==> src/hdl/prq_pkg.sv <==
// Shared types and codes for the priority ready queue.
package prq_pkg;

	localparam int PRIO_BITS  = 16;
	localparam int STATE_BITS = 2;
	localparam int IN_BITS    = 32;
	localparam int OUT_BITS   = 40;

	localparam logic [2:0] MODE_INSERT = 3'd0;
	localparam logic [2:0] MODE_APPEND = 3'd1;
	localparam logic [2:0] MODE_REMOVE = 3'd2;
	localparam logic [2:0] MODE_SET    = 3'd3;
	localparam logic [2:0] MODE_LOOKUP = 3'd4;

	localparam logic [1:0] ST_BLOCKED = 2'd0;
	localparam logic [1:0] ST_READY   = 2'd1;
	localparam logic [1:0] ST_DEAD    = 2'd2;
	localparam logic [1:0] ST_BAD     = 2'd3;

	localparam logic [1:0] RES_OK        = 2'd0;
	localparam logic [1:0] RES_NOT_FOUND = 2'd1;
	localparam logic [1:0] RES_FULL      = 2'd2;
	localparam logic [1:0] RES_BAD       = 2'd3;

	typedef struct packed {
		logic load;
		logic scan;
		logic shift;
		logic commit;
		logic set_full;
		logic head_rd;
		logic out_load;
	} prq_cmd_t;

	typedef struct packed {
		logic [2:0] op;
		logic       full;
		logic       scan_hit;
		logic       scan_miss;
		logic       shift_done;
		logic       out_free;
	} prq_sts_t;

endpackage

==> src/hdl/prq_ctrl.sv <==
// Operation sequencer for the priority ready queue.
module prq_ctrl (
	input  logic              clk,
	input  logic              arst_n,
	input  logic              s_tvalid,
	output logic              s_tready,
	input  prq_pkg::prq_sts_t sts,
	output prq_pkg::prq_cmd_t cmd
);

	localparam logic [2:0] S_IDLE   = 3'd0;
	localparam logic [2:0] S_DECODE = 3'd1;
	localparam logic [2:0] S_SCAN   = 3'd2;
	localparam logic [2:0] S_SHIFT  = 3'd3;
	localparam logic [2:0] S_HEAD   = 3'd4;
	localparam logic [2:0] S_OUT    = 3'd5;

	logic [2:0] state_q;
	logic [2:0] state_d;

	assign s_tready = (state_q == S_IDLE);

	always_comb begin
		cmd     = '0;
		state_d = state_q;
		case (state_q)
			S_IDLE: begin
				if (s_tvalid) begin
					cmd.load = 1'b1;
					state_d  = S_DECODE;
				end
			end
			S_DECODE: begin
				if ((sts.op == prq_pkg::MODE_INSERT || sts.op == prq_pkg::MODE_APPEND)
						&& sts.full) begin
					cmd.set_full = 1'b1;
					state_d      = S_HEAD;
				end else if (sts.op == prq_pkg::MODE_APPEND) begin
					cmd.commit = 1'b1;
					state_d    = S_HEAD;
				end else if (sts.op == prq_pkg::MODE_INSERT || sts.op == prq_pkg::MODE_REMOVE
						|| sts.op == prq_pkg::MODE_SET || sts.op == prq_pkg::MODE_LOOKUP) begin
					state_d = S_SCAN;
				end else begin
					state_d = S_HEAD;
				end
			end
			S_SCAN: begin
				cmd.scan = 1'b1;
				if (sts.scan_hit || sts.scan_miss) begin
					// insert shifts even on a miss; it then moves nothing
					if (sts.op == prq_pkg::MODE_INSERT
							|| (sts.op == prq_pkg::MODE_REMOVE && sts.scan_hit))
						state_d = S_SHIFT;
					else
						state_d = S_HEAD;
				end
			end
			S_SHIFT: begin
				cmd.shift = 1'b1;
				if (sts.shift_done) begin
					cmd.commit = 1'b1;
					state_d    = S_HEAD;
				end
			end
			S_HEAD: begin
				cmd.head_rd = 1'b1;
				state_d     = S_OUT;
			end
			S_OUT: begin
				if (sts.out_free) begin
					cmd.out_load = 1'b1;
					state_d      = S_IDLE;
				end
			end
			default: begin
				state_d = S_IDLE;
			end
		endcase
	end

	always_ff @(posedge clk or negedge arst_n) begin
		if (!arst_n) begin
			state_q <= S_IDLE;
		end else begin
			state_q <= state_d;
		end
	end

endmodule

==> src/hdl/prq_dpath.sv <==
// Entry memory, scan and shift pointers, and result register of the queue.
module prq_dpath #(
	parameter int QUEUE_DEPTH = 16,
	parameter int ID_BITS     = 8
) (
	input  logic                            clk,
	input  logic                            arst_n,
	input  prq_pkg::prq_cmd_t               cmd,
	output prq_pkg::prq_sts_t               sts,
	input  logic [prq_pkg::IN_BITS-1:0]     s_tdata,
	input  logic                            m_tready,
	output logic                            m_tvalid,
	output logic [prq_pkg::OUT_BITS-1:0]    m_tdata
);

	localparam int AW = (QUEUE_DEPTH > 1) ? $clog2(QUEUE_DEPTH) : 1;
	localparam int OW = $clog2(QUEUE_DEPTH + 1);
	localparam int EW = ID_BITS + prq_pkg::PRIO_BITS + prq_pkg::STATE_BITS;

	// word: id low, then priority, then state
	logic [EW-1:0] mem [QUEUE_DEPTH];

	logic [2:0]                    op_q;
	logic [ID_BITS-1:0]            id_q;
	logic [prq_pkg::PRIO_BITS-1:0] prio_q;
	logic [1:0]                    nst_q;
	logic [OW-1:0]                 occ_q;
	logic [OW-1:0]                 ptr_q;
	logic [OW-1:0]                 pos_q;
	logic [EW-1:0]                 rd_data_s1;
	logic [AW-1:0]                 rd_addr_s1;
	logic                          scan_vld_s1;
	logic                          mv_s1;
	logic [1:0]                    status_q;
	logic [prq_pkg::PRIO_BITS-1:0] eprio_q;
	logic [1:0]                    estate_q;
	logic                          m_tvalid_q;
	logic [prq_pkg::OUT_BITS-1:0]  m_tdata_q;

	logic [15:0]                   pid_ext;
	logic [1:0]                    in_nst;
	logic [ID_BITS-1:0]            rd_id;
	logic [prq_pkg::PRIO_BITS-1:0] rd_prio;
	logic [1:0]                    rd_state;
	logic                          match;
	logic                          hit;
	logic                          miss;
	logic                          scan_rd;
	logic                          shift_up;
	logic                          shift_rd;
	logic [OW-1:0]                 ptr_dec;
	logic                          rd_en;
	logic [AW-1:0]                 rd_addr;
	logic                          wr_en;
	logic [AW-1:0]                 wr_addr;
	logic [EW-1:0]                 wr_data;
	logic [15:0]                   head_ext;
	logic [8:0]                    occ_ext;
	logic                          head_valid;
	logic [7:0]                    head_id;

	assign pid_ext = 16'(s_tdata[10:3]);
	assign in_nst  = (s_tdata[28:27] == prq_pkg::ST_BAD) ? prq_pkg::ST_DEAD : s_tdata[28:27];

	assign rd_id    = rd_data_s1[ID_BITS-1:0];
	assign rd_prio  = rd_data_s1[ID_BITS +: prq_pkg::PRIO_BITS];
	assign rd_state = rd_data_s1[ID_BITS + prq_pkg::PRIO_BITS +: prq_pkg::STATE_BITS];

	always_comb begin
		case (op_q)
			prq_pkg::MODE_INSERT: match = (rd_prio > prio_q);
			prq_pkg::MODE_REMOVE: match = (rd_id == id_q) || (rd_state == prq_pkg::ST_DEAD);
			default:              match = (rd_id == id_q);
		endcase
	end

	assign hit     = cmd.scan && scan_vld_s1 && match;
	assign miss    = cmd.scan && !scan_vld_s1 && (ptr_q >= occ_q);
	assign scan_rd = cmd.scan && !hit && (ptr_q < occ_q);

	assign shift_up = (op_q == prq_pkg::MODE_INSERT);
	assign ptr_dec  = ptr_q - OW'(1);
	assign shift_rd = cmd.shift && (shift_up ? (ptr_q > pos_q) : (ptr_q < occ_q));

	assign rd_en = scan_rd || shift_rd || cmd.head_rd;

	always_comb begin
		if (cmd.head_rd)
			rd_addr = '0;
		else if (cmd.shift && shift_up)
			rd_addr = ptr_dec[AW-1:0];
		else
			rd_addr = ptr_q[AW-1:0];
	end

	always_comb begin
		wr_en   = 1'b0;
		wr_addr = pos_q[AW-1:0];
		wr_data = {prq_pkg::ST_READY, prio_q, id_q};
		if (hit && op_q == prq_pkg::MODE_SET) begin
			wr_en   = 1'b1;
			wr_addr = rd_addr_s1;
			wr_data = {nst_q, rd_prio, rd_id};
		end else if (mv_s1) begin
			wr_en   = 1'b1;
			wr_addr = shift_up ? (rd_addr_s1 + AW'(1)) : (rd_addr_s1 - AW'(1));
			wr_data = rd_data_s1;
		end else if (cmd.commit && op_q != prq_pkg::MODE_REMOVE) begin
			wr_en = 1'b1;
		end
	end

	always_ff @(posedge clk) begin
		if (wr_en)
			mem[wr_addr] <= wr_data;
		if (rd_en) begin
			rd_data_s1 <= mem[rd_addr];
			rd_addr_s1 <= rd_addr;
		end
	end

	always_ff @(posedge clk or negedge arst_n) begin
		if (!arst_n) begin
			occ_q       <= '0;
			scan_vld_s1 <= 1'b0;
			mv_s1       <= 1'b0;
		end else begin
			scan_vld_s1 <= scan_rd;
			mv_s1       <= shift_rd;
			if (cmd.commit) begin
				if (op_q == prq_pkg::MODE_REMOVE)
					occ_q <= occ_q - OW'(1);
				else
					occ_q <= occ_q + OW'(1);
			end
		end
	end

	always_ff @(posedge clk) begin
		if (cmd.load) begin
			op_q     <= s_tdata[2:0];
			id_q     <= pid_ext[ID_BITS-1:0];
			prio_q   <= s_tdata[26:11];
			nst_q    <= in_nst;
			ptr_q    <= '0;
			pos_q    <= occ_q;
			status_q <= prq_pkg::RES_OK;
			eprio_q  <= '0;
			estate_q <= '0;
		end else begin
			if (cmd.set_full)
				status_q <= prq_pkg::RES_FULL;
			if (scan_rd)
				ptr_q <= ptr_q + OW'(1);
			if (hit || miss) begin
				// set up the shift pointer for the move that follows
				if (op_q == prq_pkg::MODE_REMOVE)
					ptr_q <= OW'(rd_addr_s1) + OW'(1);
				else
					ptr_q <= occ_q;
			end
			if (hit) begin
				pos_q <= OW'(rd_addr_s1);
				if (op_q == prq_pkg::MODE_LOOKUP) begin
					eprio_q  <= rd_prio;
					estate_q <= rd_state;
				end
			end
			if (miss && op_q != prq_pkg::MODE_INSERT)
				status_q <= prq_pkg::RES_NOT_FOUND;
			if (shift_rd)
				ptr_q <= shift_up ? ptr_dec : (ptr_q + OW'(1));
		end
	end

	// head read lands in rd_data_s1 in S_HEAD, before S_OUT loads the result
	assign head_ext   = 16'(rd_id);
	assign occ_ext    = 9'(occ_q);
	assign head_valid = (occ_q != '0);
	assign head_id    = head_valid ? head_ext[7:0] : 8'd0;

	always_ff @(posedge clk or negedge arst_n) begin
		if (!arst_n) begin
			m_tvalid_q <= 1'b0;
		end else if (cmd.out_load) begin
			m_tvalid_q <= 1'b1;
		end else if (m_tready) begin
			m_tvalid_q <= 1'b0;
		end
	end

	always_ff @(posedge clk) begin
		if (cmd.out_load)
			m_tdata_q <= {6'd0, occ_ext[4:0], head_valid, head_id, estate_q, eprio_q, status_q};
	end

	assign m_tvalid = m_tvalid_q;
	assign m_tdata  = m_tdata_q;

	assign sts.op         = op_q;
	assign sts.full       = (occ_q == OW'(QUEUE_DEPTH));
	assign sts.scan_hit   = hit;
	assign sts.scan_miss  = miss;
	assign sts.shift_done = !shift_rd && !mv_s1;
	assign sts.out_free   = !m_tvalid_q || m_tready;

endmodule

==> src/hdl/priority_ready_queue_unit.sv <==
// Top level of the priority ready queue: sequencer plus entry datapath.
// One item at a time: accept, decode, scan to the hit (one entry a cycle; skipped by append,
// full and unused modes), shift of the entries behind it (one a cycle; insert, and remove
// on a hit), head read, result. A new beat is taken once the result is in the output
// register, even if it still waits. Reset empties the queue at once; entry memory is not
// cleared.
module priority_ready_queue_unit #(
	parameter int QUEUE_DEPTH = 16,
	parameter int ID_BITS     = 8
) (
	input  logic                         clk,
	input  logic                         arst_n,
	input  logic                         s_tvalid,
	output logic                         s_tready,
	// mode[2:0], proc_id[10:3], priority_req[26:11], new_state[28:27], zero fill
	input  logic [prq_pkg::IN_BITS-1:0]  s_tdata,
	output logic                         m_tvalid,
	input  logic                         m_tready,
	// status[1:0], entry_priority[17:2], entry_state[19:18], head_id[27:20],
	// head_valid[28], entry_count[33:29], zero fill
	output logic [prq_pkg::OUT_BITS-1:0] m_tdata
);

	prq_pkg::prq_cmd_t cmd;
	prq_pkg::prq_sts_t sts;

	prq_ctrl u_ctrl (
		.clk      (clk),
		.arst_n   (arst_n),
		.s_tvalid (s_tvalid),
		.s_tready (s_tready),
		.sts      (sts),
		.cmd      (cmd)
	);

	prq_dpath #(
		.QUEUE_DEPTH (QUEUE_DEPTH),
		.ID_BITS     (ID_BITS)
	) u_dpath (
		.clk      (clk),
		.arst_n   (arst_n),
		.cmd      (cmd),
		.sts      (sts),
		.s_tdata  (s_tdata),
		.m_tready (m_tready),
		.m_tvalid (m_tvalid),
		.m_tdata  (m_tdata)
	);

endmodule

==> config.mk <==
export PLATFORM = sky130hd
export DESIGN_NAME = priority_ready_queue_unit
export DESIGN_NICKNAME = d
export VERILOG_FILES = /design/src/hdl/prq_pkg.sv /design/src/hdl/prq_ctrl.sv /design/src/hdl/prq_dpath.sv /design/src/hdl/priority_ready_queue_unit.sv
export SDC_FILE = /design/constraint.sdc
export NUM_CORES = 1
export LEC_CHECK = 0
export ABC_AREA = 0
export BUFFER_PORTS_ARGS = -buffer_cell sky130_fd_sc_hd__buf_2
export CAP_MARGIN = 10
export CORE_MARGIN = 2
export CORE_UTILIZATION = 45
export CTS_BUF_LIST = sky130_fd_sc_hd__clkbuf_8
export CTS_CLUSTER_DIAMETER = 30
export CTS_CLUSTER_SIZE = 28
export DETAILED_ROUTE_END_ITERATION = 16
export PLACE_DENSITY = 0.69
export SLEW_MARGIN = 20
export SYNTH_ARGS = -nofsm -noshare
export SYNTH_HDL_FRONTEND = slang
export SYNTH_SLANG_ARGS = --single-unit
==> constraint.sdc <==
create_clock -name clk -period 4 [get_ports clk]
set_input_delay 0.8 -clock clk [delete_from_list [all_inputs] [get_ports clk]]
set_output_delay 0.8 -clock clk [all_outputs]
set_load 0.01 [all_outputs]
**Word-level counts from Yosys, hierarchy flattened**

Memory sizes are Yosys's and may differ from the RTL's. A register that Yosys moved wholly into a read port is not among the register bits.
Cells that the tools add are included.
W data, S select, Z words.

- Register bits after elaboration: 108
- RAM bits: 416
- Input port bits: 36
- Output and inout bits: 42
- Word-level logic and storage cells: 136
- Memories kept: 1

Memories:

| name | depth | width | read ports | clocked after Yosys merged registers in | wr ports | RTL line | source |
|---|---|---|---|---|---|---|---|
| u_dpath.mem | 16 | 26 | 1 | 1 | 1 | prq_dpath.sv:21 | `logic [EW-1:0] mem [QUEUE_DEPTH];` |

- Add/sub/neg operators: 7
- Magnitude comparators: 4
- Eq/ne operators: 18
- Multiplexer cells: 48
- Reduce and logical (&&, ||, !) cells: 40

Operator list:

| operator | count |
|---|---|
| $mux W26 | 2 |
| $mux W5 | 8 |
| $mux W3 | 8 |
| $mux W1 | 22 |
| $mux W4 | 5 |
| $pmux W3 S6 | 1 |
| $gt A16 B16 Y1 | 1 |
| $logic_and A1 B1 Y1 | 14 |
| $eq A3 B2 Y1 const B | 4 |
| $add A5 B1 Y5 const B | 2 |
| $logic_or A1 B1 Y1 | 10 |
| $sub A5 B1 Y5 const B | 2 |
| $eq A3 B3 Y1 const B | 3 |
| $eq A8 B8 Y1 | 1 |
| $eq A3 B1 Y1 const B | 2 |
| $logic_not A3 Y1 | 2 |
| $ne A2 B2 Y1 const B | 3 |
| $reduce_bool A2 Y1 | 3 |
| $reduce_bool A3 Y1 | 2 |
| $add A4 B1 Y5 const B | 1 |
| $eq A5 B5 Y1 const B | 1 |
| $ge A5 B5 Y1 | 1 |
| $gt A5 B5 Y1 | 1 |
| $logic_not A1 Y1 | 5 |
| 11 further kinds | 13 |

**Logic depth before layout (Yosys ltp)**

Gate-level depths: netlist (run 1).

- Depth in word-level cells: 13
- Gate-level depth with buffers: 14
- Gate-level depth less buffers: 10

**Hierarchy**

From an unflattened synthesis (run 1), not the netlist that was laid out.

- Cells, all modules: 1642
- Area total of the unflattened synthesis: 22743.1 um2

Modules (own cells, without submodules):

| module | times used | cells each | area an instance (um2) |
|---|---|---|---|
| prq_dpath | 1 | 1599 | 22402.7 |
| prq_ctrl | 1 | 43 | 340.3 |

**Worst setup path before layout (run 1)**

Ideal clock, no wire load.

- Path type: reg2reg
- Start: reg u_dpath.ptr_q[0]
- End: mem u_dpath.mem[11][0] (netlist name) (enable)
- Setup time: 0.409 ns
- Arrival: 3.576 ns
- Required time: 3.591 ns
- Slack: 0.015 ns
- Stages on the path, launching flop included: 11
- Buffers on the path: 1
- Period minus slack after synthesis: 3.985 ns
- Cell sequence: dfxtp_1 -> clkbuf_1 -> inv_1 -> ha_1 -> nor2b_1 -> o21ai_0 -> a21oi_1 -> o22ai_1 -> o311ai_0 -> nand3_1 -> nor2_1

- Word-level cells in the longest chain between the ends: 13
- Elaborated cells on any way between the ends: 14

RTL lines:

| item | RTL line | source |
|---|---|---|
| start: declaration | prq_dpath.sv:28 | `logic [OW-1:0] ptr_q;` |
| start signal: assignment | prq_dpath.sv:154 | `ptr_q <= ptr_q + OW'(1);` |
| start signal: assignment | prq_dpath.sv:158 | `ptr_q <= OW'(rd_addr_s1) + OW'(1);` |
| start signal: assignment | prq_dpath.sv:160 | `ptr_q <= occ_q;` |
| $lt A5 B5 Y1 / $gt A5 B5 Y1 (equally long branches) | prq_dpath.sv:83 | `assign shift_rd = cmd.shift && (shift_up ? (ptr_q > pos_q) : (ptr_q < occ_q));` |
| $mux W1 * | prq_dpath.sv:83 |  |
| $logic_and A1 B1 Y1 * | prq_dpath.sv:83 |  |
| $logic_not A1 Y1 * | prq_dpath.sv:204 | `assign sts.shift_done = !shift_rd && !mv_s1;` |
| $logic_and A1 B1 Y1 * | prq_dpath.sv:204 |  |
| $mux W1 * | prq_ctrl.sv:61 | `if (sts.shift_done) begin` |
| $pmux W1 S2 * | prq_ctrl.sv:26 | `case (state_q)` |
| $logic_and A1 B1 Y1 * | prq_dpath.sv:108 | `end else if (cmd.commit && op_q != prq_pkg::MODE_REMOVE) begin` |
| $mux W1 * | prq_dpath.sv:108 |  |
| $mux W1 * | prq_dpath.sv:104 | `end else if (mv_s1) begin` |
| $mux W1 * | prq_dpath.sv:100 | `if (hit && op_q == prq_pkg::MODE_SET) begin` |
| $mux W1 * | prq_dpath.sv:114 | `if (wr_en)` |
| $mux W1 (implied by the code) * | prq_dpath.sv:115 | `mem[wr_addr] <= wr_data;` |
| end: declaration | prq_dpath.sv:21 |  |

Every way passes the cells marked *; elsewhere a longest branch is shown, timed or not.

**Worst setup path in the final report (run 1)**

- Start: reg u_dpath.ptr_q[0]
- End: mem u_dpath.mem[2][23] (netlist name) (enable)

The elaborated chain is that of the path after synthesis.

==> run summary, run 1 <==
LAYOUT
--------------------------------------------------------------------------------------------------
Fraction of layout instances using a drive strength above 1                                  0.178
Final design area excluding fillers                                                     0.0269 mm2
Layout area overhead                                                                         16.4%
Combined area of the multi-input logic cells                                           0.00634 mm2
Net count of the finished layout                                                              1973
Core utilization of the finished layout                                                      0.526
N_diodes                                                                                         0
Count of fill cells added during filler insertion                                             4154
Register Area                                                                           0.0162 mm2

SETUP PATH
--------------------------------------------------------------------------------------------------
Largest delay share family, worst path                                                compound AO/OA/AOI/OAI gates
Type of the setup path with the least slack                                           flop to flop
Critical path cell sequence                                                           inv_1, ha_1, nor2b_1, o21ai_0, a21oi_1, o22ai_1, o311ai_0, buf_4, nand3_1, buf_4, nor2_2, buf_4
Kind of launch point of the worst setup path                                                  flop
Critical path buffers and inverters                                                              4
Max stage delay cell, worst path                                                           dfxtp_1
Endpoint required time on the critical path                                                4.35 ns
Crit path capture type                                                                        flop
Top fanout value on the critical path                                                            9
Minimum setup slack among reg-to-reg paths                                                 0.50 ns
Most frequent cell on the critical path                                                      buf_4
Arrival time at the worst endpoint                                                         3.85 ns
Slowest stage delay, CP                                                                    0.56 ns

STA
--------------------------------------------------------------------------------------------------
Max Fclk                                                                                 0.286 GHz
Worst Setup Slack, final                                                                  0.500 ns
Minimum clock period                                                                       3.50 ns
Sum of negative setup slack                                                                   0 ns
Final Hold Fails                                                                                 0
Ratio of final minimum period to clock period                                                0.875
Largest clock skew in the final design                                                   0.0344 ns
Count of endpoints failing setup in the final report                                             0
Unrepaired setup endpoints after global routing                                                 no
Relative slew margins                                                                        0.554
Slew at the pin with the worst max-slew slack                                             0.667 ns
Max Transition Viols Final                                                                       0
Worst slack on hold paths                                                                 0.312 ns

JOB
--------------------------------------------------------------------------------------------------
Maxcap violations                                                                                0

SYNTH
--------------------------------------------------------------------------------------------------
Area fraction in compound gates after synthesis                                             0.0863
Share of cell area taken by muxes after synthesis                                           0.0217
Mean Syn Cell Area                                                                        13.1 um2
Simple-gate portion of the synthesized area                                                  0.132
Share of synthesized area occupied by flip-flops and latches                                 0.701
Post-synthesis xor/xnor area fraction                                                      0.00720
Post-Synthesis Cell Area                                                                0.0231 mm2
Number of warnings reported in the yosys synthesis log                                           0
Synth Register Bits                                                                            550
Async S/R FF share, synth                                                                   0.0200
Post-synth top flop                                                                       edfxtp_1
Synth Instances                                                                               1770
Number of unique standard cell types used by synthesis                                          67
Synth Area in Adders                                                                        0.0201
Number of synthesized flops with an enable pin                                                 514
Combinational family with the most area after synthesis                               simple AND/OR/NAND/NOR gates

WORST HOLD PATH
--------------------------------------------------------------------------------------------------
Worst hold-check path type                                                            input port to flop

PLACE
--------------------------------------------------------------------------------------------------
Final weighted congestion of routability-driven global placement                             0.914
Placement Cell Area                                                                     0.0250 mm2
Placement-stage worst setup slack                                                         0.547 ns
Number of buffers inserted by port buffering                                                    68
Hpwl dp                                                                                   33900 um

CLOCK TREE
--------------------------------------------------------------------------------------------------
CTS tree                                                                                       yes
H-tree level count                                                                               3
Max clock buf depth                                                                              3
Worst skew pair latency                                                                    0.67 ns
CTS sink cnt                                                                                   550
Number of buffers created by CTS                                                                87
Post-CTS repair timing setup buffer count                                                        0
Cell at the root of the clock tree                                                        clkbuf_8
Clock transition time at the flip-flop clock pins of the worst setup and hold paths        0.06 ns

POWER AND IR DROP
--------------------------------------------------------------------------------------------------
Pwr Density                                                                             667 mW/mm2
Maximum VDD drop                                                                            456 uV
Leakage power figure                                                                       9.70 nW

STATUS
--------------------------------------------------------------------------------------------------
Outcome                                                                               finished, final reports clean

DRT
--------------------------------------------------------------------------------------------------
# DRC                                                                                            0
Number of iterations in the first detailed-routing pass                                          5
Routed wire length                                                                        57500 um
Number of nets with antenna violations after routing                                             0
First DRT Iteration DRCs                                                                      1745
Via density per instance                                                                      5.76
Via count                                                                                    15300
Routed wirelength normalized by instance count                                             21.7 um

GLOBAL ROUTE
--------------------------------------------------------------------------------------------------
Wire length of the first global-routing pass                                              87500 um
Antenna violations before repair                                                                 1
Overall global routing resource usage                                                        0.216
Pin count of the biggest net entering global routing                                            89
Via count of the first global-routing pass                                                   14900
Sum of overflow across all layers after global routing                                           0

FLOORPLANNING
--------------------------------------------------------------------------------------------------
Vertical extent of the die                                                                  231 um
Number of ports placed on the die boundary                                                      78
Initial core utilization                                                                     0.452
Core footprint                                                                          0.0511 mm2
Horizontal die dimension                                                                    231 um
Overall die area                                                                        0.0532 mm2
Std-Cell Rows                                                                                   83

[per-layer routing]
metal | vias up | track usage | share of wire
met2 | 689 | 0.356 | 0.49
met5 | - | 0 | 0
met4 | 0 | 0.0825 | 0.024
li1 | 6889 | - | -
met1 | 7612 | 0.291 | 0.41
met3 | 92 | 0.0321 | 0.078
[final cells by class]
type	instances	share of cell area
Timing Repair Buffer	157	0.0528
Inverter	43	0.00628
Multi-Input combinational cell	1062	0.236
Clock buffer	91	0.0466
Clock inverter	68	0.0243
Sequential cell	550	0.603
Tap cell	680	0.0316
[cell usage after synthesis, types with 28 or more instances]
| master | instances | area, um2 |
|---|---|---|
| buf_2 | 40 | 200 |
| edfxtp_1 | 514 | 15400 |
| clkbuf_1 | 62 | 233 |
| and3_1 | 28 | 175 |
| ha_1 | 34 | 425 |
| o31a_1 | 31 | 272 |
| inv_1 | 39 | 146 |
| nand2_1 | 402 | 1510 |
| nand3_1 | 144 | 721 |
| a31oi_1 | 33 | 206 |
| a211oi_1 | 30 | 225 |
| a311oi_1 | 53 | 464 |
| nor2_1 | 60 | 225 |
[worst paths after layout]
kind,start,to,cells after the start
max,u_dpath.ptr_q[0],u_dpath.mem[2][23],12
min,s_tdata[8],u_dpath.id_q[5],1
max reg2reg,u_dpath.ptr_q[0],u_dpath.mem[2][23],12
min reg2reg,u_dpath.eprio_q[13],u_dpath.m_tdata[15],0
max in group asynchronous,arst_n,u_ctrl.state_q[2],2
min in group asynchronous,arst_n,u_dpath.occ_q[4],2
[what timing repair did]
| item | CTS | global route |
|---|---|---|
| resized for setup | 0 | 0 |
| hold buffers | 1 | 0 |
| hold endpoints to repair | 1 | 0 |
[power breakdown]
part	switching, mW	internal (mW)	total (mW)
Combinational	3.34	1.72	5.06
Sequential	0.459	7.28	7.74
Clock	2.32	2.83	5.15
Total	6.11	11.8	17.9
[placed cells by master (no fill, tap or decap), types with 12 or more instances in the layout]
cell type | synthesis | final
ha_1 | 34 | 34
a211oi_1 | 30 | 30
nand2_1 | 402 | 402
dfxtp_1 | 25 | 25
nor2_4 | 0 | 15
a311oi_1 | 53 | 53
o31a_1 | 31 | 31
buf_12 | 0 | 31
xnor2_1 | 15 | 15
o21ai_0 | 23 | 23
mux2i_1 | 23 | 23
inv_1 | 39 | 50
a311o_1 | 27 | 26
nand3_1 | 144 | 144
mux2_2 | 24 | 24
clkbuf_8 | 0 | 91
clkinv_1 | 2 | 12
and3_1 | 28 | 28
a21oi_1 | 22 | 21
a31oi_1 | 33 | 33
nor2b_1 | 15 | 15
buf_2 | 40 | 68
buf_4 | 10 | 56
nor2_1 | 60 | 42
edfxtp_1 | 514 | 514
[cells by family (layout without fill, tap and decap cells)]
logic type	count (synthesis)	in the layout
and+or+nand+nor	695	695
xor gates and xnor gates	19	19
adders and majority gates	36	36
other	1	6
muxes	47	47
buffers and inverters	163	359
AOI/OAI and AO/OA	259	259
DFF	550	550
[flip-flops by register name, summed over array words and instances, names as in the netlist, 4 cells and up]
signal	flops
u_dpath.mem	416
u_dpath.m_tdata	34
u_dpath.rd_data_s1	26
u_dpath.eprio_q	16
u_dpath.prio_q	16
u_dpath.id_q	8
u_dpath.occ_q	5
u_dpath.pos_q	5
u_dpath.ptr_q	5
u_dpath.rd_addr_s1	4
[worst register-to-register path, delay by kind of cell, from the launching register on]
family / cells / cell delay, ns
AOI/OAI and AO/OA: 4 / 1.12
adders and majority gates: 1 / 0.24
buffers and inverters: 4 / 0.87
DFF: 1 / 0.56
and+or+nand+nor: 3 / 0.41
[per-stage QoR]
| step | cells | total power, mW |
|---|---|---|
| after floorplan | 1775 | 10.9 |
| after global placement | 2490 | 12.7 |
| after detailed placement | 2490 | 12.8 |
| after CTS | 2650 | 18.0 |
| after global routing | 2651 | 18.7 |
| final | 2651 | 17.9 |
Note: power is estimated with default switching activity, not from simulation.
==> inputs of run 2 (changes only) <==
- CELL_PAD_IN_SITES_DETAIL_PLACEMENT: not set -> 1
- CELL_PAD_IN_SITES_GLOBAL_PLACEMENT: not set -> 2
- CORE_UTILIZATION: 45 -> 41
- PLACE_DENSITY: 0.69 -> not set
- PLACE_DENSITY_LB_ADDON: not set -> 0.1
==> run 2 against run 1 <==
Net effect: power is 12% higher; die area is 9.6% higher; count of clock-buffer cells in the layout increased by 52; first-iteration DRC count is 38% lower; sequential cell count stayed put; critical path depth down 1; critical path type unchanged; largest cell class unchanged; largest power group unchanged.
==> run summary, run 2 (synthesis results as in run 1) <==
STATUS
--------------------------------------------------------------------------------------------------
Outcome                                                                               finished, final reports clean

CLOCK TREE
--------------------------------------------------------------------------------------------------
Post-CTS resize count                                                                            0   unchanged
CTS sink cnt                                                                                   550   unchanged
Post-CTS repair timing setup buffer count                                                        0   unchanged
H-tree level count                                                                               4   +1
Worst skew pair latency                                                                    0.76 ns   +0.09 ns
Max clock buf depth                                                                              3   unchanged
Cell at the root of the clock tree                                                        clkbuf_8
CTS tree                                                                                       yes
Number of hold buffers added after cts                                                           1   unchanged
Clock transition time at the flip-flop clock pins of the worst setup and hold paths        0.05 ns   about the same
Number of buffers created by CTS                                                               134   +54%

SETUP PATH
--------------------------------------------------------------------------------------------------
Most frequent cell on the critical path                                                      buf_4
Kind of launch point of the worst setup path                                                  flop
Type of the setup path with the least slack                                           flop to flop
FF-to-FF path depth                                                                             11   -1
Minimum setup slack among reg-to-reg paths                                                 0.38 ns   -0.12 ns
Crit path capture type                                                                        flop
Max stage delay cell, worst path                                                           dfxtp_1
Top fanout value on the critical path                                                           12   +3
Endpoint required time on the critical path                                                4.44 ns   +0.09 ns
Arrival time at the worst endpoint                                                         4.06 ns   +0.21 ns
Critical path cell sequence                                                           ha_1, nor2b_1, o21a_1, o31ai_1, o22ai_1, o311ai_0, buf_4, nand3_1, buf_4, nor2_4, buf_12
Slowest stage delay, CP                                                                    0.64 ns   +0.08 ns

POWER AND IR DROP
--------------------------------------------------------------------------------------------------
Fraction of power consumed by the clock network                                              0.345   +0.058
Switching Fraction                                                                           0.340   -0.00103
Leakage power figure                                                                       10.2 nW   +5.6%
Pwr Density                                                                             720 mW/mm2   +7.9%
Cell internal power dissipation                                                            13.3 mW   +12%
Maximum VDD drop                                                                            439 uV   -3.8%
Combinational cell fraction of total power                                                   0.270   -0.012
Net switching power                                                                        6.85 mW   +12%
Relative contribution of sequential cells to total power                                     0.385   -0.046

STA
--------------------------------------------------------------------------------------------------
Unrepaired setup endpoints after global routing                                                 no
Count of endpoints failing setup in the final report                                             0   unchanged
Ratio of final minimum period to clock period                                                0.905   +0.0297
Sum of negative setup slack                                                                   0 ns   unchanged
Final Hold Fails                                                                                 0   unchanged
Max Transition Viols Final                                                                       0   unchanged
Slew at the pin with the worst max-slew slack                                             0.693 ns   +0.0257 ns
Max Fclk                                                                                 0.276 GHz   -3.3%
Largest clock skew in the final design                                                   0.0315 ns   -0.00284 ns
Relative slew margins                                                                        0.537   -0.0175
Minimum clock period                                                                       3.62 ns   +0.119 ns

LAYOUT
--------------------------------------------------------------------------------------------------
Leading cell type in the layout, fill and taps excluded                                   edfxtp_1
Fraction of layout instances using a drive strength above 1                                  0.201   +0.0230
Commonest non-fill, non-tap cells in the layout                                       edfxtp_1 (514), nand2_1 (402), nand3_1 (144)
Number of flip-flops under the largest register name                                           416   unchanged
Net count of the finished layout                                                              2019   +2.3%
Count of fill cells added during filler insertion                                             5673   +37%
Largest Register                                                                       u_dpath.mem
Final design area excluding fillers                                                     0.0280 mm2   +4.1%
Layout area overhead                                                                         21.1%

GLOBAL ROUTE
--------------------------------------------------------------------------------------------------
Sum of overflow across all layers after global routing                                           0   unchanged
Pin count of the biggest net entering global routing                                            87   -2.2%
Overall global routing resource usage                                                        0.237   +0.0207
Via count of the first global-routing pass                                                   16100   +7.5%
Wire length of the first global-routing pass                                             101000 um   +15%
Antenna violations before repair                                                                 2   +1

FLOORPLANNING
--------------------------------------------------------------------------------------------------
Vertical extent of the die                                                                  241 um   +4.7%
Initial core utilization                                                                     0.412   -0.0401
Number of ports placed on the die boundary                                                      78   unchanged
Std-Cell Rows                                                                                   87   +4.8%
Horizontal die dimension                                                                    241 um   +4.7%
Core footprint                                                                          0.0561 mm2   +9.7%
Overall die area                                                                        0.0583 mm2   +9.6%

DRT
--------------------------------------------------------------------------------------------------
Uppermost signal routing layer after detailed routing                                         met4
First DRT Iteration DRCs                                                                      1088   -38%
# DRC                                                                                            0   unchanged
M1 WL                                                                                     30700 um   +30%
Routed wirelength normalized by instance count                                             24.0 um   +11%
Via density per instance                                                                      5.49   -4.8%
Routed wire length                                                                        67500 um   +18%
Met2 layer wire length in the routed design                                               32000 um   +15%
DR WL met3                                                                                 3120 um   -31%
Number of iterations in the first detailed-routing pass                                          5   unchanged
Via count                                                                                    15400   +0.99%
Number of nets with antenna violations after routing                                             0   unchanged

WORST HOLD PATH
--------------------------------------------------------------------------------------------------
Worst hold-check path type                                                            input port to flop
Instance count along the most critical hold path                                                 1   unchanged

PLACE
--------------------------------------------------------------------------------------------------
Final weighted congestion of routability-driven global placement                             0.798   -13%
Placement Cell Area                                                                     0.0251 mm2   +0.78%
Number of buffers inserted by port buffering                                                    68   unchanged
Hpwl dp                                                                                   40000 um   +18%

JOB
--------------------------------------------------------------------------------------------------
Maxcap violations                                                                                0   unchanged

[run 2: cell count changes in the layout (fill, tap and decap cells not counted), moves of 2 or more]
| cell | change |
|---|---|
| clkbuf_8 | +52 |
| clkinv_2 | +15 |
| clkinv_1 | +11 |
| inv_1 | +11 |
| buf_12 | +9 |
| buf_4 | -9 |
| inv_6 | -5 |
| bufinv_16 | +4 |
| clkinv_4 | -4 |
| inv_8 | +2 |
[run 2: per-layer routing]
layer	vias to the layer above	GRT usage
met1	7913	0.318
met4	0	0.0898
met3	114	0.0471
met5	-	0
li1	7018	-
met2	389	0.380
[run 2: through the flow]
step | hold WS [ns] | std cells | power (mW) | setup WS [ns] | util
detailed placement | 0.419 | 2565 | 13.3 | 0.440 | 0.449
CTS | 0.158 | 2809 | 20.3 | 0.400 | 0.499
global route | 0.188 | 2810 | 21.2 | 0.165 | 0.499
global placement | 0.416 | 2565 | 13.2 | 0.498 | 0.449
floorplan | 0.408 | 1775 | 10.9 | 0.0147 | -
finish | 0.224 | 2811 | 20.2 | 0.381 | 0.499
[run 2: final timing paths]
kind,endpoint,from
setup / recovery,u_dpath.mem[13][3],u_dpath.ptr_q[1]
hold / removal,u_dpath.prio_q[6],s_tdata[17]
setup reg to reg,u_dpath.mem[13][3],u_dpath.ptr_q[1]
hold reg to reg,u_dpath.m_tdata[4],u_dpath.eprio_q[2]
max in group asynchronous,u_dpath.occ_q[2],arst_n
min in group asynchronous,u_dpath.mv_s1,arst_n
[run 2: cell type report]
cell class                 instances  area [um2]  area share
multi-input combinational       1062        6340       0.227
sequential                       550       16200       0.579
clock buffer                     143        1970      0.0703
antenna                            1        2.50   0.0000894
tap                              756         946      0.0338
timing repair buffer             156        1500      0.0537
clock inverter                   100         851      0.0304
inverter                          43         169     0.00603
[run 2: critical path: cells and delay by family (launching register included)]
kind | cells | cell delay [ns]
AOI/OAI and AO/OA | 4 | 1.24
adders and majority gates | 1 | 0.35
buffers and inverters | 3 | 0.62
DFF | 1 | 0.64
and+or+nand+nor | 3 | 0.45
[run 2: power by group through the flow]
stage | clock network [mW] | registers (mW) | logic, mW
3_3_place_gp | 0 | 7.85 | 5.35
4_1_cts | 7.12 | 7.75 | 5.46
6_report | 6.96 | 7.75 | 5.45
2_1_floorplan | 0 | 7.66 | 3.23
3_5_place_dp | 0 | 7.86 | 5.43
5_1_grt | 7.39 | 7.80 | 5.97
==> inputs of run 3 (changes only) <==
- CELL_PAD_IN_SITES_DETAIL_PLACEMENT: 1 -> not set
- CELL_PAD_IN_SITES_GLOBAL_PLACEMENT: 2 -> not set
- CORE_UTILIZATION: 41 -> 45
- PLACE_DENSITY_LB_ADDON: 0.1 -> not set
==> run 3 against run 2 <==
Net effect: global-route usage is 1.0 points lower; first-iteration DRC count grew 36%; combinational power shrank 5.5%; cell area down 2.4%; wire length fell by 12%; sequential share of layout area up 1.4 points; count of clock-buffer cells in the layout is 34 lower; sequential power about the same; non-clock buffer count increased by 6; core utilization up 3.6 points; sequential cell count unchanged; largest power group unchanged.
==> run summary, run 3 (synthesis results as in run 1) <==
STATUS
--------------------------------------------------------------------------------------------------
Outcome                                                                               finished, final reports clean

GLOBAL ROUTE
--------------------------------------------------------------------------------------------------
Wire length of the first global-routing pass                                              90200 um   -10%
Overall global routing resource usage                                                        0.227   -0.00999
Pin count of the biggest net entering global routing                                            79   -9.2%
Via count of the first global-routing pass                                                   14800   -7.9%
Antenna violations before repair                                                                 1   -1
Sum of overflow across all layers after global routing                                           0   unchanged

DRT
--------------------------------------------------------------------------------------------------
First DRT Iteration DRCs                                                                      1479   +36%
Number of iterations in the first detailed-routing pass                                          5   unchanged
Via count                                                                                    15000   -2.7%
Routed wirelength normalized by instance count                                             22.1 um   -7.9%
# DRC                                                                                            0   unchanged
Routed wire length                                                                        59600 um   -12%
Via density per instance                                                                      5.58   +1.6%
Number of nets with antenna violations after routing                                             0   unchanged

JOB
--------------------------------------------------------------------------------------------------
Maxcap violations                                                                                0   unchanged

FLOORPLANNING
--------------------------------------------------------------------------------------------------
Vertical extent of the die                                                                  231 um   -4.5%
Initial core utilization                                                                     0.452   +0.0401
Std-Cell Rows                                                                                   83   -4.6%
Horizontal die dimension                                                                    231 um   -4.5%
Core footprint                                                                          0.0511 mm2   -8.9%
Number of ports placed on the die boundary                                                      78   unchanged
Overall die area                                                                        0.0532 mm2   -8.7%

STA
--------------------------------------------------------------------------------------------------
Minimum clock period                                                                       3.70 ns   +0.0835 ns
Largest clock skew in the final design                                                   0.0255 ns   -0.00606 ns
Ratio of final minimum period to clock period                                                0.926   +0.0209
Count of endpoints failing setup in the final report                                             0   unchanged
Relative slew margins                                                                        0.309   -0.228
Max Fclk                                                                                 0.270 GHz   -2.3%
Slew at the pin with the worst max-slew slack                                              1.03 ns   +0.341 ns
Max Transition Viols Final                                                                       0   unchanged
Sum of negative setup slack                                                                   0 ns   unchanged
Unrepaired setup endpoints after global routing                                                 no
Final Hold Fails                                                                                 0   unchanged

PLACE
--------------------------------------------------------------------------------------------------
Hpwl dp                                                                                   34800 um   -13%
Final weighted congestion of routability-driven global placement                             0.859   +7.7%
Number of buffers inserted by port buffering                                                    68   unchanged

LAYOUT
--------------------------------------------------------------------------------------------------
Combined area of the multi-input logic cells                                           0.00634 mm2   about the same
Number of flip-flops under the largest register name                                           416   unchanged
Layout area overhead                                                                         18.3%
Commonest non-fill, non-tap cells in the layout                                       edfxtp_1 (514), nand2_1 (402), nand3_1 (144)
Largest Register                                                                       u_dpath.mem
Fraction of layout instances using a drive strength above 1                                  0.191   -0.00923
Register Area                                                                           0.0162 mm2   unchanged
Net count of the finished layout                                                              1998   -1.0%
Count of fill cells added during filler insertion                                             4263   -25%
Leading cell type in the layout, fill and taps excluded                                   edfxtp_1

CLOCK TREE
--------------------------------------------------------------------------------------------------
Cell at the root of the clock tree                                                        clkbuf_8
Number of buffers created by CTS                                                               107   -20%
CTS tree                                                                                       yes
Max clock buf depth                                                                              3   unchanged
Worst skew pair latency                                                                    0.68 ns   -0.08 ns
H-tree level count                                                                               3   -1
Clock transition time at the flip-flop clock pins of the worst setup and hold paths        0.06 ns   about the same
CTS sink cnt                                                                                   550   unchanged
Post-CTS repair timing setup buffer count                                                        0   unchanged

SETUP PATH
--------------------------------------------------------------------------------------------------
Crit path capture type                                                                        flop
Arrival time at the worst endpoint                                                         4.06 ns   about the same
Critical path cell sequence                                                           inv_1, ha_1, nor2b_1, o21ai_0, a21oi_1, o22ai_1, o311ai_0, buf_4, nand3_1, buf_4, nor2_4, buf_12
Kind of launch point of the worst setup path                                                  flop
Critical path buffers and inverters                                                              4   +1
Slowest stage delay, CP                                                                    0.70 ns   +0.06 ns
Max stage delay cell, worst path                                                          o311ai_0
Type of the setup path with the least slack                                           flop to flop
Largest delay share family, worst path                                                compound AO/OA/AOI/OAI gates
Most frequent cell on the critical path                                                      buf_4
Endpoint required time on the critical path                                                4.36 ns   -0.08 ns
Top fanout value on the critical path                                                           19   +7

POWER AND IR DROP
--------------------------------------------------------------------------------------------------
Leakage power figure                                                                       9.94 nW   -3.0%
Pwr Density                                                                             687 mW/mm2   -4.5%
Switching Fraction                                                                           0.337   -0.00287
Maximum VDD drop                                                                            462 uV   +5.2%
Cell internal power dissipation                                                            12.5 mW   -6.4%
Combinational cell fraction of total power                                                   0.274   +0.004
Net switching power                                                                        6.33 mW   -7.6%
Total power                                                                                18.8 mW   -6.8%
Relative contribution of sequential cells to total power                                     0.414   +0.029
Fraction of power consumed by the clock network                                              0.312   -0.033

WORST HOLD PATH
--------------------------------------------------------------------------------------------------
Worst hold-check path type                                                            input port to flop

==> run 3: cell count changes in the layout (fill, tap and decap cells not counted), sizes merged <==
| cell | change |
|---|---|
| inv | -7 |
| buf | +6 |
| clkbuf | -34 |
| clkinvlp | +3 |
| clkinv | -8 |
| bufinv | -2 |
==> run 3: what timing repair did <==
| action | in CTS | in global routing |
|---|---|---|
| hold buffers | 1 | 0 |
| endpoints found under the hold margin | 11 | 0 |
| gates resized for setup | 0 | 0 |
==> run 3: cell type report <==
type,instances,share of cell area
timing repair buffer,162,0.0544
clock buffer,109,0.0549
antenna,1,0.0000915
sequential,550,0.593
inverter,43,0.00618
multi-input combinational,1062,0.232
tap,680,0.0311
clock inverter,86,0.0285
==> run 3: power by group through the flow <==
stage | registers [mW] | logic [mW] | clock network, mW
after detailed placement | 7.87 | 5.15 | 0
after floorplan | 7.66 | 3.23 | 0
after global placement | 7.87 | 5.08 | 0
final | 7.78 | 5.15 | 5.87
after global routing | 7.82 | 5.66 | 6.25
after CTS | 7.76 | 5.17 | 5.98
==> run 3: routing by layer <==
layer	up-vias	GRT usage	wire [um]
li1	6958	-	-
met1	7457	0.320	26300
met2	521	0.357	28000
met3	83	0.0385	3940
met4	0	0.0800	1390
met5	-	0	0
==> run 3: path summary, 6_finish.rpt <==
kind,start,end,slack (ns),cells after the start
setup / recovery,u_dpath.ptr_q[0],u_dpath.mem[8][22],0.30,12
min in group asynchronous,arst_n,u_dpath.occ_q[3],0.53,2
hold / removal,s_tdata[10],u_dpath.id_q[7],0.29,1
setup reg to reg,u_dpath.ptr_q[0],u_dpath.mem[8][22],0.30,12
max in group asynchronous,arst_n,u_ctrl.state_q[0],3.24,2
hold reg to reg,u_dpath.eprio_q[6],u_dpath.m_tdata[8],0.44,0
==> run 3: through the flow <==
stage / cell area (um2) / setup WS, ns / std cells / utilization / hold slack [ns]
2_1_floorplan: 23100 / 0.0147 / 1775 / - / 0.408
3_3_place_gp: 25000 / 0.282 / 2496 / 0.490 / 0.416
3_5_place_dp: 25000 / 0.284 / 2496 / 0.490 / 0.422
4_1_cts: 27300 / 0.249 / 2692 / 0.535 / 0.231
5_1_grt: 27300 / 0.110 / 2692 / 0.535 / 0.247
6_report: 27300 / 0.297 / 2693 / 0.535 / 0.287
